==> src/hw/rtl/vtx_pkg.sv <==
// Shared widths, constants and pipeline types for the vertex transform unit.
`default_nettype none
package vtx_pkg;

  localparam int COEF_FRAC_BITS = 12;
  localparam int NUM_LANES      = 4;
  localparam int COEF_W         = 16;
  localparam int VEC_W          = 32;
  localparam int ROW_W          = NUM_LANES * COEF_W;
  localparam int PROD_W         = COEF_W + VEC_W;
  localparam int ACC_W          = PROD_W + 2;

  localparam int CFG_IDX_W      = 3;
  localparam logic [CFG_IDX_W-1:0] CFG_NUM_REGS = CFG_IDX_W'(NUM_LANES);

  localparam logic [VEC_W-1:0] SAT_MAX = {1'b0, {(VEC_W-1){1'b1}}};
  localparam logic [VEC_W-1:0] SAT_MIN = {1'b1, {(VEC_W-1){1'b0}}};

  // Data moved from one cell to the next: running row sums and the vector
  // components not yet consumed (the next one to use sits in vec[0]).
  typedef struct packed {
    logic [NUM_LANES-1:0][ACC_W-1:0] acc;
    logic [NUM_LANES-1:0][VEC_W-1:0] vec;
  } vtx_stage_t;

  typedef struct packed {
    logic [NUM_LANES-1:0][VEC_W-1:0] res;
  } vtx_result_t;

endpackage
`default_nettype wire

==> src/hw/rtl/vtx_sat_stage.sv <==
// Output stage: fraction shift, 32-bit saturation and result register.
`default_nettype none
module vtx_sat_stage (
  input  wire logic                 clk,
  input  wire logic                 rst,
  input  wire logic                 in_valid,
  output logic                      in_ready,
  input  wire vtx_pkg::vtx_stage_t  in_data,
  output logic                      out_valid,
  input  wire logic                 out_ready,
  output vtx_pkg::vtx_result_t      out_data
);

  localparam int HI_W = vtx_pkg::ACC_W - vtx_pkg::VEC_W + 1;

  logic [vtx_pkg::NUM_LANES-1:0][vtx_pkg::ACC_W-1:0] shifted;
  logic [vtx_pkg::NUM_LANES-1:0][HI_W-1:0]           hi;
  vtx_pkg::vtx_result_t                               res_next;

  always_comb begin
    for (int r = 0; r < vtx_pkg::NUM_LANES; r++) begin
      shifted[r] = $signed(in_data.acc[r]) >>> vtx_pkg::COEF_FRAC_BITS;
      hi[r]      = shifted[r][vtx_pkg::ACC_W-1:vtx_pkg::VEC_W-1];
      // fits when the sign bit of the 32-bit result and all bits above it agree
      if ((&hi[r]) || !(|hi[r])) begin
        res_next.res[r] = shifted[r][vtx_pkg::VEC_W-1:0];
      end else if (shifted[r][vtx_pkg::ACC_W-1]) begin
        res_next.res[r] = vtx_pkg::SAT_MIN;
      end else begin
        res_next.res[r] = vtx_pkg::SAT_MAX;
      end
    end
  end

  assign in_ready = !out_valid || out_ready;

  always_ff @(posedge clk) begin
    if (rst) begin
      out_valid <= 1'b0;
    end else if (in_ready) begin
      out_valid <= in_valid;
    end
  end

  always_ff @(posedge clk) begin
    if (in_valid && in_ready) begin
      out_data <= res_next;
    end
  end

endmodule
`default_nettype wire

==> config.mk <==
export PLATFORM = sky130hd
export DESIGN_NAME = vtx_sat_stage
export DESIGN_NICKNAME = d
export VERILOG_FILES = /design/src/hw/rtl/vtx_pkg.sv /design/src/hw/rtl/vtx_sat_stage.sv
export SDC_FILE = /design/constraint.sdc
export NUM_CORES = 1
export LEC_CHECK = 0
export ABC_AREA = 1
export BUFFER_PORTS_ARGS = -buffer_cell sky130_fd_sc_hd__buf_2
export CORE_AREA = 3 3 178 180
export DETAILED_ROUTE_END_ITERATION = 6
export DIE_AREA = 0 0 181 183
export PLACE_DENSITY_LB_ADDON = 0.15
export SETUP_SLACK_MARGIN = 0.4
export SYNTH_ARGS = -nofsm -noshare
export SYNTH_HDL_FRONTEND = slang
export SYNTH_SLANG_ARGS = --single-unit
==> constraint.sdc <==
create_clock -name clk -period 15.71 [get_ports clk]
set_input_delay 0.7855 -clock clk [delete_from_list [all_inputs] [get_ports clk]]
set_output_delay 0.7855 -clock clk [all_outputs]
set_load 0.02 [all_outputs]
==> impl_metrics.tcl, run 1 <==
set metrics [dict create \
    status "finished clean" \
    finalMaxSlewViolations 0 \
    power_density_nw_per_um2 119.9 \
    ys_types 16 \
    dp_hpwl_um 12330 \
    critPathRequiredTime_ps 15730 \
    regArea_um2 3864 \
    cts_buffers 17 \
    area_growth_pct 42.54 \
    critPathMaxFanout 67 \
    peakVddDrop_uv 48.49 \
    grt_pass1_wl_um 26470 \
    cts_tree "done" \
    post-route-min-period_ps 2653 \
    total_power_uw 947.0 \
    initial_core_util_pct 18.26 \
    cts-resized-gates 0 \
    core_um2 30350 \
    die_h_um 183 \
    grt_max_degree 68 \
    path_clk_slew_ps 70 \
    tightest_slew_ps 1012 \
    grt-ovfl-total 0 \
    layout_commonest_cell "buf_2" \
    synth_top_cell_by_area "edfxtp_1" \
    fmax_mhz 376.9 \
    mostFrequentLayoutCells "285 x buf_2, 215 x nand2_1, 128 x edfxtp_1" \
    drt_iter0_markers 179 \
    hp-class "in -> reg" \
    io_pins 462 \
    gp_congestion 0.7370 \
    rsz0062_at_grt "false" \
    seq_power_share_pct 43.2 \
    endpoint "out_data[84]" \
    via_count 4275 \
    drive_gt1_share_pct 51.43 \
    h-tree-depth 4 \
    grt_pass1_vias 4538 \
    crit_start "out_ready" \
    die-area_um2 33120 \
    clock_skew_ps 10.20 \
    clk_path_buf_depth 2 \
    num_rows 64 \
    wire_per_inst_um 14.86 \
    vias_per_cell 3.663 \
    switchingPower_uw 238.8 \
    r2r_slack_ps 13190 \
    finalCritPeriodShare_pct 16.89 \
    swShare_pct 25.21 \
    ctsHoldBuffers 0 \
    avgSynthCellArea_um2 11.67 \
    p_leak_uw 0.003419 \
    endpoint_kind "flop" \
    syn_inst 475 \
    internal_power_uw 708.2 \
    n_fill_cell 3310 \
    multi_input_area_um2 1395 \
    cts_setup_buffers 0 \
    synthTopCellsByArea "edfxtp_1 69%, nand2_1 15%, nand2_2 6.9%, buf_6 3.0%, nor2_1 1.4%" \
    cp-start-kind "primary input" \
    fin_setup_tns_ps 0 \
    drtPass1Iterations 4 \
    worstPathArrival_ps 2680 \
    critPathKind "in -> reg" \
    postRouteAntennaNets 0 \
    nets 1089 \
    syn-num-nets 807 \
    max-slew-margin-rel_pct 32.48 \
    rr_worst_depth 3 \
    synth.cell_area_um2 5542 \
    drc 0 \
    yosys_warnings 0 \
    synth.ff_latch_count 129 \
    root_buffer "clkbuf_16" \
    clkPwrFrac_pct 46.0 \
    die_w_um 181 \
    hold_violations 0 \
    comb_power_share_pct 10.9 \
    totalWireLength_um 17340 \
    r2r_end "out_data[84]" \
    antenna_found_initial 1 \
    clk_latency_ps 410 \
    numPortBuffers 285 \
    synth-seq-area-share_pct 69.72 \
    synth_top_area_share_pct 69.36 \
    drv_cap 0 \
    grt_usage_pct 10.25 \
    rr_startpoint "out_valid" \
    setup_violations 0 \
    postLayoutCoreUtil_pct 26.03 \
    clock-sinks 129 \
]
## stage by stage
step | worst slack [ps] | hold WS (ps) | instances | area [µm²]
2_1_floorplan | 8062 | 705.5 | 475 | 5542
3_3_place_gp | 12600 | 520.4 | 1134 | 7263
3_5_place_dp | 12620 | 522.9 | 1134 | 7263
4_1_cts | 13070 | 489.2 | 1166 | 7896
5_1_grt | 12920 | 489.2 | 1167 | 7899
6_report | 13060 | 518.0 | 1167 | 7899
## layer usage
layer	routed length [µm]	global-route usage (%)	vias up	share of wire, %
met2	7367	15.05	196	42
met1	7879	13.47	1956	45
met5	0	0	-	0
met3	1854	4.820	11	11
li1	-	-	2112	-
met4	238	3.199	0	1.4
## power groups by stage
stage	clock [µW]	sequential [µW]	combinational (µW)
2_1_floorplan	0	448	27.2
3_5_place_dp	0	416	105
4_1_cts	455	409	105
6_report	435	409	103
3_3_place_gp	0	416	106
5_1_grt	468	411	113
## registers in the layout (all words and copies together), names as in the netlist
name and cells:
out_valid 1, out_data 128
## Yosys cell counts
cell and number:
a21oi_1 2, buf_4 9, buf_6 15, clkbuf_1 3, dfxtp_1 1, dlygate4sd1_1 1, edfxtp_1 128, inv_1 6
inv_2 4, nand2_1 215, nand2_2 61, nand3_2 1, nor2_1 21, nor3_1 1, o21ai_2 3, o21ai_4 4
## worst min-delay path by stage
stage | start | to | slack, ps | depth (start not counted)
3_5_place_dp | out_valid | out_valid | 520 | 2
5_1_grt | rst | out_valid | 490 | 2
2_1_floorplan | out_valid | out_valid | 710 | 2
6_report | rst | out_valid | 520 | 2
4_1_cts | rst | out_valid | 490 | 2
3_3_place_gp | out_valid | out_valid | 520 | 2
## kinds of logic (layout without fill, tap and decap cells)
family          after synthesis  after routing  synth area share [%]
simple gates                299            299                 23.14
other cells                   0              1                     0
flops                       129            129                 69.72
buf+inv                      38            333                 5.306
compound gates                9              9                 1.829
## worst max-delay path, stage by stage
cell,delay [ps]
buf_2,70
inv_1,60
a21oi_4,110
buf_4,610
buf_4,820
## final cells by class
type,instances,area share [%]
sequential,129,48.91
antenna,1,0.03168
clock inverter,14,2.582
tap,396,6.273
timing repair buffer,291,18.63
inverter,10,0.4752
clock buffer,18,5.433
multi-input combinational,308,17.66
Power figures use the tool's default switching activity.
==> run 2, diff against run 1 <==
--- a/config.mk
+++ b/config.mk
@@ -7,9 +7,9 @@
 export LEC_CHECK = 0
 export ABC_AREA = 1
 export BUFFER_PORTS_ARGS = -buffer_cell sky130_fd_sc_hd__buf_2
-export CORE_AREA = 3 3 178 180
+export CORE_AREA = 3 3 180 182
 export DETAILED_ROUTE_END_ITERATION = 6
-export DIE_AREA = 0 0 181 183
+export DIE_AREA = 0 0 183 185
 export PLACE_DENSITY_LB_ADDON = 0.15
 export SETUP_SLACK_MARGIN = 0.4
 export SYNTH_ARGS = -nofsm -noshare
==> constraint.sdc (replaced) <==
create_clock -name clk -period 2.45 [get_ports clk]
set_input_delay 0.1225 -clock clk [delete_from_list [all_inputs] [get_ports clk]]
set_output_delay 0.1225 -clock clk [all_outputs]
set_load 0.02 [all_outputs]
==> run 2 against run 1 <==
  * Cell count rose by 11%
  * Combinational power rose to 8.1 times the previous value
  * Highest routed layer unchanged
  * Die area grew 2.2%
  * Clock-buffer cell count unchanged
  * Global-route usage rose by 0.43 points
  * Sequential power rose to 6.4 times the previous value
  * Via count grew 12%
  * Clock skew is 2.2 ps lower
  * Largest power group unchanged
  * Cell area rose by 17%
  * Wire length is 7.0% higher
==> impl_metrics.tcl, run 2 (synthesized netlist as in run 1, its figures left out) <==
set metrics [dict create \
    die-area_um2 33860 \
    antenna_found_initial 0 \
    core_um2 30750 \
    critPathMaxStageDelay_ps 680 \
    io_pins 462 \
    hold_start "in_data[213]" \
    drv_cap 0 \
    setup_violations 0 \
    reg_top3 "out_data (128), out_valid (1)" \
    drt_iter0_markers 134 \
    totalWireLength_um 18560 \
    regMostFlops "out_data" \
    gp_congestion 0.7013 \
    dp_hpwl_um 12950 \
    status "finished clean" \
    max-slew-margin-rel_pct 45.23 \
    root_buffer "clkbuf_16" \
    clock-sinks 129 \
    nets 1216 \
    cts_tree "done" \
    internal_power_uw 4678 \
    cp-start-kind "primary input" \
    post-route-min-period_ps 1637 \
    diodes 0 \
    path_cells "dlygate4sd3_1 > buf_2 > inv_2 > nand2_1 > o21ai_4 > nand2_1 > nand2_1" \
    endpoint_kind "flop" \
    dr.max_layer_used "met4" \
    ctsHoldBuffers 121 \
    area_growth_pct 66.13 \
    layout_commonest_cell "buf_2" \
    critPathMaxFanout 31 \
    critPathRequiredTime_ps 2720 \
    initial_core_util_pct 18.02 \
    power_density_nw_per_um2 680.6 \
    die_h_um 185 \
    vias_per_cell 3.691 \
    clk_latency_ps 410 \
    holdPathEnd "out_data[55]" \
    met3_wirelength_um 1778 \
    seq_power_share_pct 41.8 \
    clock_skew_ps 7.952 \
    comb_power_share_pct 13.3 \
    grt_pass1_wl_um 27880 \
    grt_usage_pct 10.68 \
    grt-ovfl-total 0 \
    clk_path_buf_depth 2 \
    met2_length_um 8346 \
    drc 0 \
    clkPwrFrac_pct 44.9 \
    mostFrequentLayoutCells "285 x buf_2, 215 x nand2_1, 128 x edfxtp_1" \
    largest_register_ffs 128 \
    r2r_slack_ps 1000 \
    hold_violations 0 \
    drive_gt1_share_pct 44.93 \
    hold_ws_ps 18.68 \
    worstPathArrival_ps 1910 \
    drt-met1-wl_um 8215 \
    p_leak_uw 0.003974 \
    finalCritPeriodShare_pct 66.81 \
    peakVddDrop_uv 374.5 \
    grt_max_degree 60 \
    r2r_end "out_data[102]" \
    wire_per_inst_um 14.35 \
    fmax_mhz 610.9 \
    h-tree-depth 4 \
    cpMostUsedCell "nand2_1" \
    numPortBuffers 285 \
    die_w_um 183 \
    via_count 4772 \
    rr_worst_depth 2 \
    grt_pass1_vias 4968 \
    postRouteAntennaNets 0 \
    hp-class "in -> reg" \
    cts_buffers 17 \
    switchingPower_uw 1588 \
    rsz0062_at_grt "false" \
    rr_startpoint "out_valid" \
    cts_setup_buffers 0 \
    finalMaxSlewViolations 0 \
    hold_depth 3 \
    num_rows 64 \
    path_clk_slew_ps 60 \
    total_power_uw 6266 \
    tightest_slew_ps 818.4 \
    critPathKind "in -> reg" \
    cts-resized-gates 0 \
    swShare_pct 25.34 \
    cpMaxStageDelayCell "o21ai_4" \
    drtPass1Iterations 4 \
]
-- run 2: through the flow --
stage          cells  setup TNS, ps  instance area, µm²  setup slack, ps  utilization, %
6_report        1293              0                9206            813.1           29.94
2_1_floorplan    475         -65470                5557           -511.5               -
5_1_grt         1293              0                9206            663.3           29.94
4_1_cts         1293              0                9206            773.8           29.94
3_3_place_gp    1140              0                7362            857.3           23.94
3_5_place_dp    1140              0                7362            849.6           23.94
-- run 2: layout make-up --
class	instances	area [µm²]
clock buffer	18	429.2
fill	3267	21540
tap	396	495.5
inverter	10	37.54
clock inverter	14	203.9
sequential	129	3867
multi-input combinational	308	1395
timing repair buffer	418	2778
-- run 2: worst max-delay path by stage --
stage	start	endpoint	slack, ps
2_1_floorplan	out_valid	out_data[0]	-510
3_3_place_gp	in_data[176]	out_data[14]	860
3_5_place_dp	in_data[176]	out_data[14]	850
4_1_cts	in_data[327]	out_data[103]	770
5_1_grt	in_data[327]	out_data[110]	660
6_report	in_data[327]	out_data[103]	810
-- run 2: routing by layer --
layer,up-vias,GRT usage [%]
li1,2367,-
met1,2202,13.34
met2,194,17.08
met3,9,4.733
met5,-,0
met4,0,2.529
-- run 2: worst max-delay path: cells and delay by family --
kind / cells / cell delay, ps
buffers and inverters: 3 / 740
AOI/OAI and AO/OA: 1 / 680
and+or+nand+nor: 3 / 360
-- run 2: power groups by stage --
stage | clock (µW) | combinational (µW) | sequential (µW)
global placement | 0 | 696 | 2670
CTS | 2930 | 848 | 2620
global route | 3020 | 908 | 2630
detailed placement | 0 | 693 | 2670
finish | 2810 | 831 | 2620
floorplan | 0 | 176 | 2850
==> run 3, diff against run 2 <==
--- a/config.mk
+++ b/config.mk
@@ -5,11 +5,11 @@
 export SDC_FILE = /design/constraint.sdc
 export NUM_CORES = 1
 export LEC_CHECK = 0
-export ABC_AREA = 1
+export ABC_AREA = 0
 export BUFFER_PORTS_ARGS = -buffer_cell sky130_fd_sc_hd__buf_2
-export CORE_AREA = 3 3 180 182
+export CORE_AREA = 3 3 177 179
 export DETAILED_ROUTE_END_ITERATION = 6
-export DIE_AREA = 0 0 183 185
+export DIE_AREA = 0 0 180 182
 export PLACE_DENSITY_LB_ADDON = 0.15
 export SETUP_SLACK_MARGIN = 0.4
 export SYNTH_ARGS = -nofsm -noshare
==> constraint.sdc (replaced) <==
create_clock -name clk -period 1.3 [get_ports clk]
set_input_delay 0.065 -clock clk [delete_from_list [all_inputs] [get_ports clk]]
set_output_delay 0.065 -clock clk [all_outputs]
set_load 0.02 [all_outputs]
==> run 3 against run 2 <==
  * Non-clock buffer count rose by 58
  * Wire length rose by 37%
  * Critical path type unchanged
  * Synthesized cell count down 1.5%
  * Worst setup slack worse by 790 ps
  * Highest routed layer unchanged
  * Clock power increased by 63%
  * Utilization rose by 14 points
  * First-iteration DRC count rose by 120%
  * Die area fell by 3.2%
  * Worst hold slack better by 15 ps
  * Largest cell class is now non-clock buffers
  * Combinational power grew to 3.2 times the previous value
  * Area after synthesis rose by 10%
==> impl_metrics.tcl, run 3 <==
set metrics [dict create \
    p_leak_uw 0.004496 \
    synth_top_area_share_pct 62.81 \
    post-synth-top-count-cell "edfxtp_1" \
    numPortBuffers 285 \
    grt_pass1_wl_um 39300 \
    fin_area_um2 13040 \
    clock_skew_ps 9.546 \
    finalMaxSlewViolations 0 \
    synth_edf_count 128 \
    setup_violations 0 \
    synthAdderAreaFrac_pct 0 \
    clk_latency_ps 420 \
    worstPathArrival_ps 1430 \
    grt_pass1_vias 6701 \
    initial_core_util_pct 20.59 \
    synthTopCellsByArea "edfxtp_1 63%, o2bb2ai_1 17%, nor4_1 12%, clkbuf_1 3.9%, a2bb2oi_1 0.86%" \
    synth_top_family_by_area "compound AO/OA/AOI/OAI gates" \
    vias_per_cell 4.821 \
    cp-start-kind "primary input" \
    hold_violations 0 \
    tightest_slew_ps 885.7 \
    synth-seq-area-share_pct 63.14 \
    path_buf_inv 4 \
    grt_usage_pct 15.06 \
    io_pins 462 \
    peakVddDrop_uv 632.2 \
    critPathKind "in -> reg" \
    endpoint_kind "flop" \
    dp_hpwl_um 15130 \
    largest_register_ffs 128 \
    critPathRequiredTime_ps 1450 \
    cts_tree "done" \
    synthArstFlopShare_pct 0 \
    wire_per_inst_um 19.71 \
    h-tree-depth 4 \
    cpMaxStageDelayCell "or4_4" \
    drv_cap 0 \
    drt_iter0_markers 301 \
    syn-num-nets 800 \
    path_clk_slew_ps 60 \
    hold_ws_ps 33.41 \
    grt_max_degree 33 \
    clock-sinks 129 \
    fmax_mhz 781.5 \
    core_um2 29720 \
    post-route-min-period_ps 1280 \
    fin_setup_tns_ps 0 \
    synth_simple_gate_area_share_pct 14.43 \
    placed_cell_area_um2 8154 \
    grt-ovfl-total 0 \
    synth.cell_area_um2 6120 \
    via_count 6233 \
    status "finished clean" \
    num_rows 63 \
    max-slew-margin-rel_pct 40.95 \
    root_buffer "clkbuf_16" \
    synthFlopType "edfxtp_1" \
    cts_buffers 17 \
    drive_gt1_share_pct 57.70 \
    gp_congestion 0.7747 \
    n_fill_cell 2649 \
    layout_commonest_cell "buf_2" \
    synthXorXnorAreaFrac_pct 0 \
    avgSynthCellArea_um2 13.08 \
    critPathMaxStageDelay_ps 570 \
    synth_mux_area_share_pct 0 \
    regMostFlops "out_data" \
    drc 0 \
    area_growth_pct 113.1 \
    antenna_found_initial 0 \
    die_h_um 182 \
    drtPass1Iterations 6 \
    synthTopCellsByCount "128 x edfxtp_1, 118 x nor4_1, 118 x o2bb2ai_1" \
    yosys_warnings 0 \
    hp-class "in -> reg" \
    totalWireLength_um 25480 \
    synth_top_cell_by_area "edfxtp_1" \
    synth_compound_area_share_pct 17.83 \
    syn_inst 468 \
    postLayoutCoreUtil_pct 43.88 \
    critical-path-top-delay-family "simple AND/OR/NAND/NOR gates" \
    nets 1225 \
    clk_path_buf_depth 2 \
    postRouteAntennaNets 0 \
    synth.ff_latch_count 129 \
    path_cells "buf_2 > or4_4 > buf_12 > buf_12 > buf_16 > nor4_4 > o2bb2ai_1" \
    die-area_um2 32760 \
    mostFrequentLayoutCells "198 x buf_2, 128 x edfxtp_1, 124 x dlygate4sd3_1" \
    die_w_um 180 \
    cpMostUsedCell "buf_12" \
    finalCritPeriodShare_pct 98.43 \
    reg_top3 "out_data (128), out_valid (1)" \
    ys_types 21 \
    power_density_nw_per_um2 935.3 \
    critPathMaxFanout 8 \
    diodes 0 \
    rsz0062_at_grt "true" \
]
[run 3: changes by cell type in the layout (fill, tap and decap cells not counted), sizes merged, moves of 7 or more]
cell     previous run  this run
nand2             276         3
o21ai               7         0
o2bb2ai             0       118
buf               297       349
nor2               21         3
nor4                0       118
inv                15         1
[run 3: path summary, 6_finish.rpt]
kind / start / end / slack (ps) / depth (start not counted)
min: in_data[318] / out_data[124] / 30 / 2
max: in_data[275] / out_data[72] / 20 / 7
min reg2reg: out_valid / out_valid / 610 / 3
max reg2reg: out_valid / out_data[127] / 70 / 4
[run 3: what timing repair did]
item	4_1_cts	5_1_grt
hold buffers	123	1
buffers inserted	14	5
pin swaps	93	28
hold endpoints to repair	122	1
setup endpoints to repair	382	382
gates cloned	14	3
resized for setup	383	73
[run 3: stage by stage]
| step | cells | power, µW | setup WS [ps] |
|---|---|---|---|
| floorplan | 468 | 5751 | -541.7 |
| global placement | 1104 | 6533 | -287.5 |
| detailed placement | 1104 | 6546 | -362.3 |
| CTS | 1284 | 12130 | 39.08 |
| global route | 1293 | 12690 | 8.168 |
| finish | 1293 | 12200 | 20.41 |
[run 3: cell families (layout without fill, tap and decap cells)]
group,count (synthesis),after routing
AO/OA/AOI/OAI,125,125
buffers and inverters,71,506
flip-flops,129,129
AND/OR/NAND/NOR,143,143
[run 3: final cells by class]
cell class                 count  area [µm²]  share of cell area, %
timing repair buffer         476        4314                  33.09
multi-input combinational    268        3835                  29.41
clock buffer                  20       436.7                  3.349
clock inverter                 9       93.84                 0.7197
inverter                       1       3.754                0.02879
sequential                   129        3867                  29.66
tap                          390       488.0                  3.742
[run 3: worst register-to-register path, cell delays in order (launching register included)]
cell,delay [ps]
dfxtp_4,350
nand2b_4,60
and2_4,180
buf_12,170
clkbuf_16,190
[run 3: per-layer routing]
metal | routed length (µm) | part of all wire [%] | vias up | global-route usage [%]
met5 | 0 | 0 | - | 0
met4 | 244 | 0.96 | 0 | 3.868
met3 | 2261 | 8.9 | 16 | 5.669
met2 | 11980 | 47 | 269 | 24.26
met1 | 11000 | 43 | 3077 | 19.13
li1 | - | - | 2871 | -
[run 3: where the power goes]
group / switching [µW] / internal [µW] / leakage (µW)
Sequential: 108 / 4890 / 0.00125
Clock: 1820 / 2760 / 0.000258
Combinational: 1460 / 1150 / 0.00299
Total: 3400 / 8800 / 0.00450
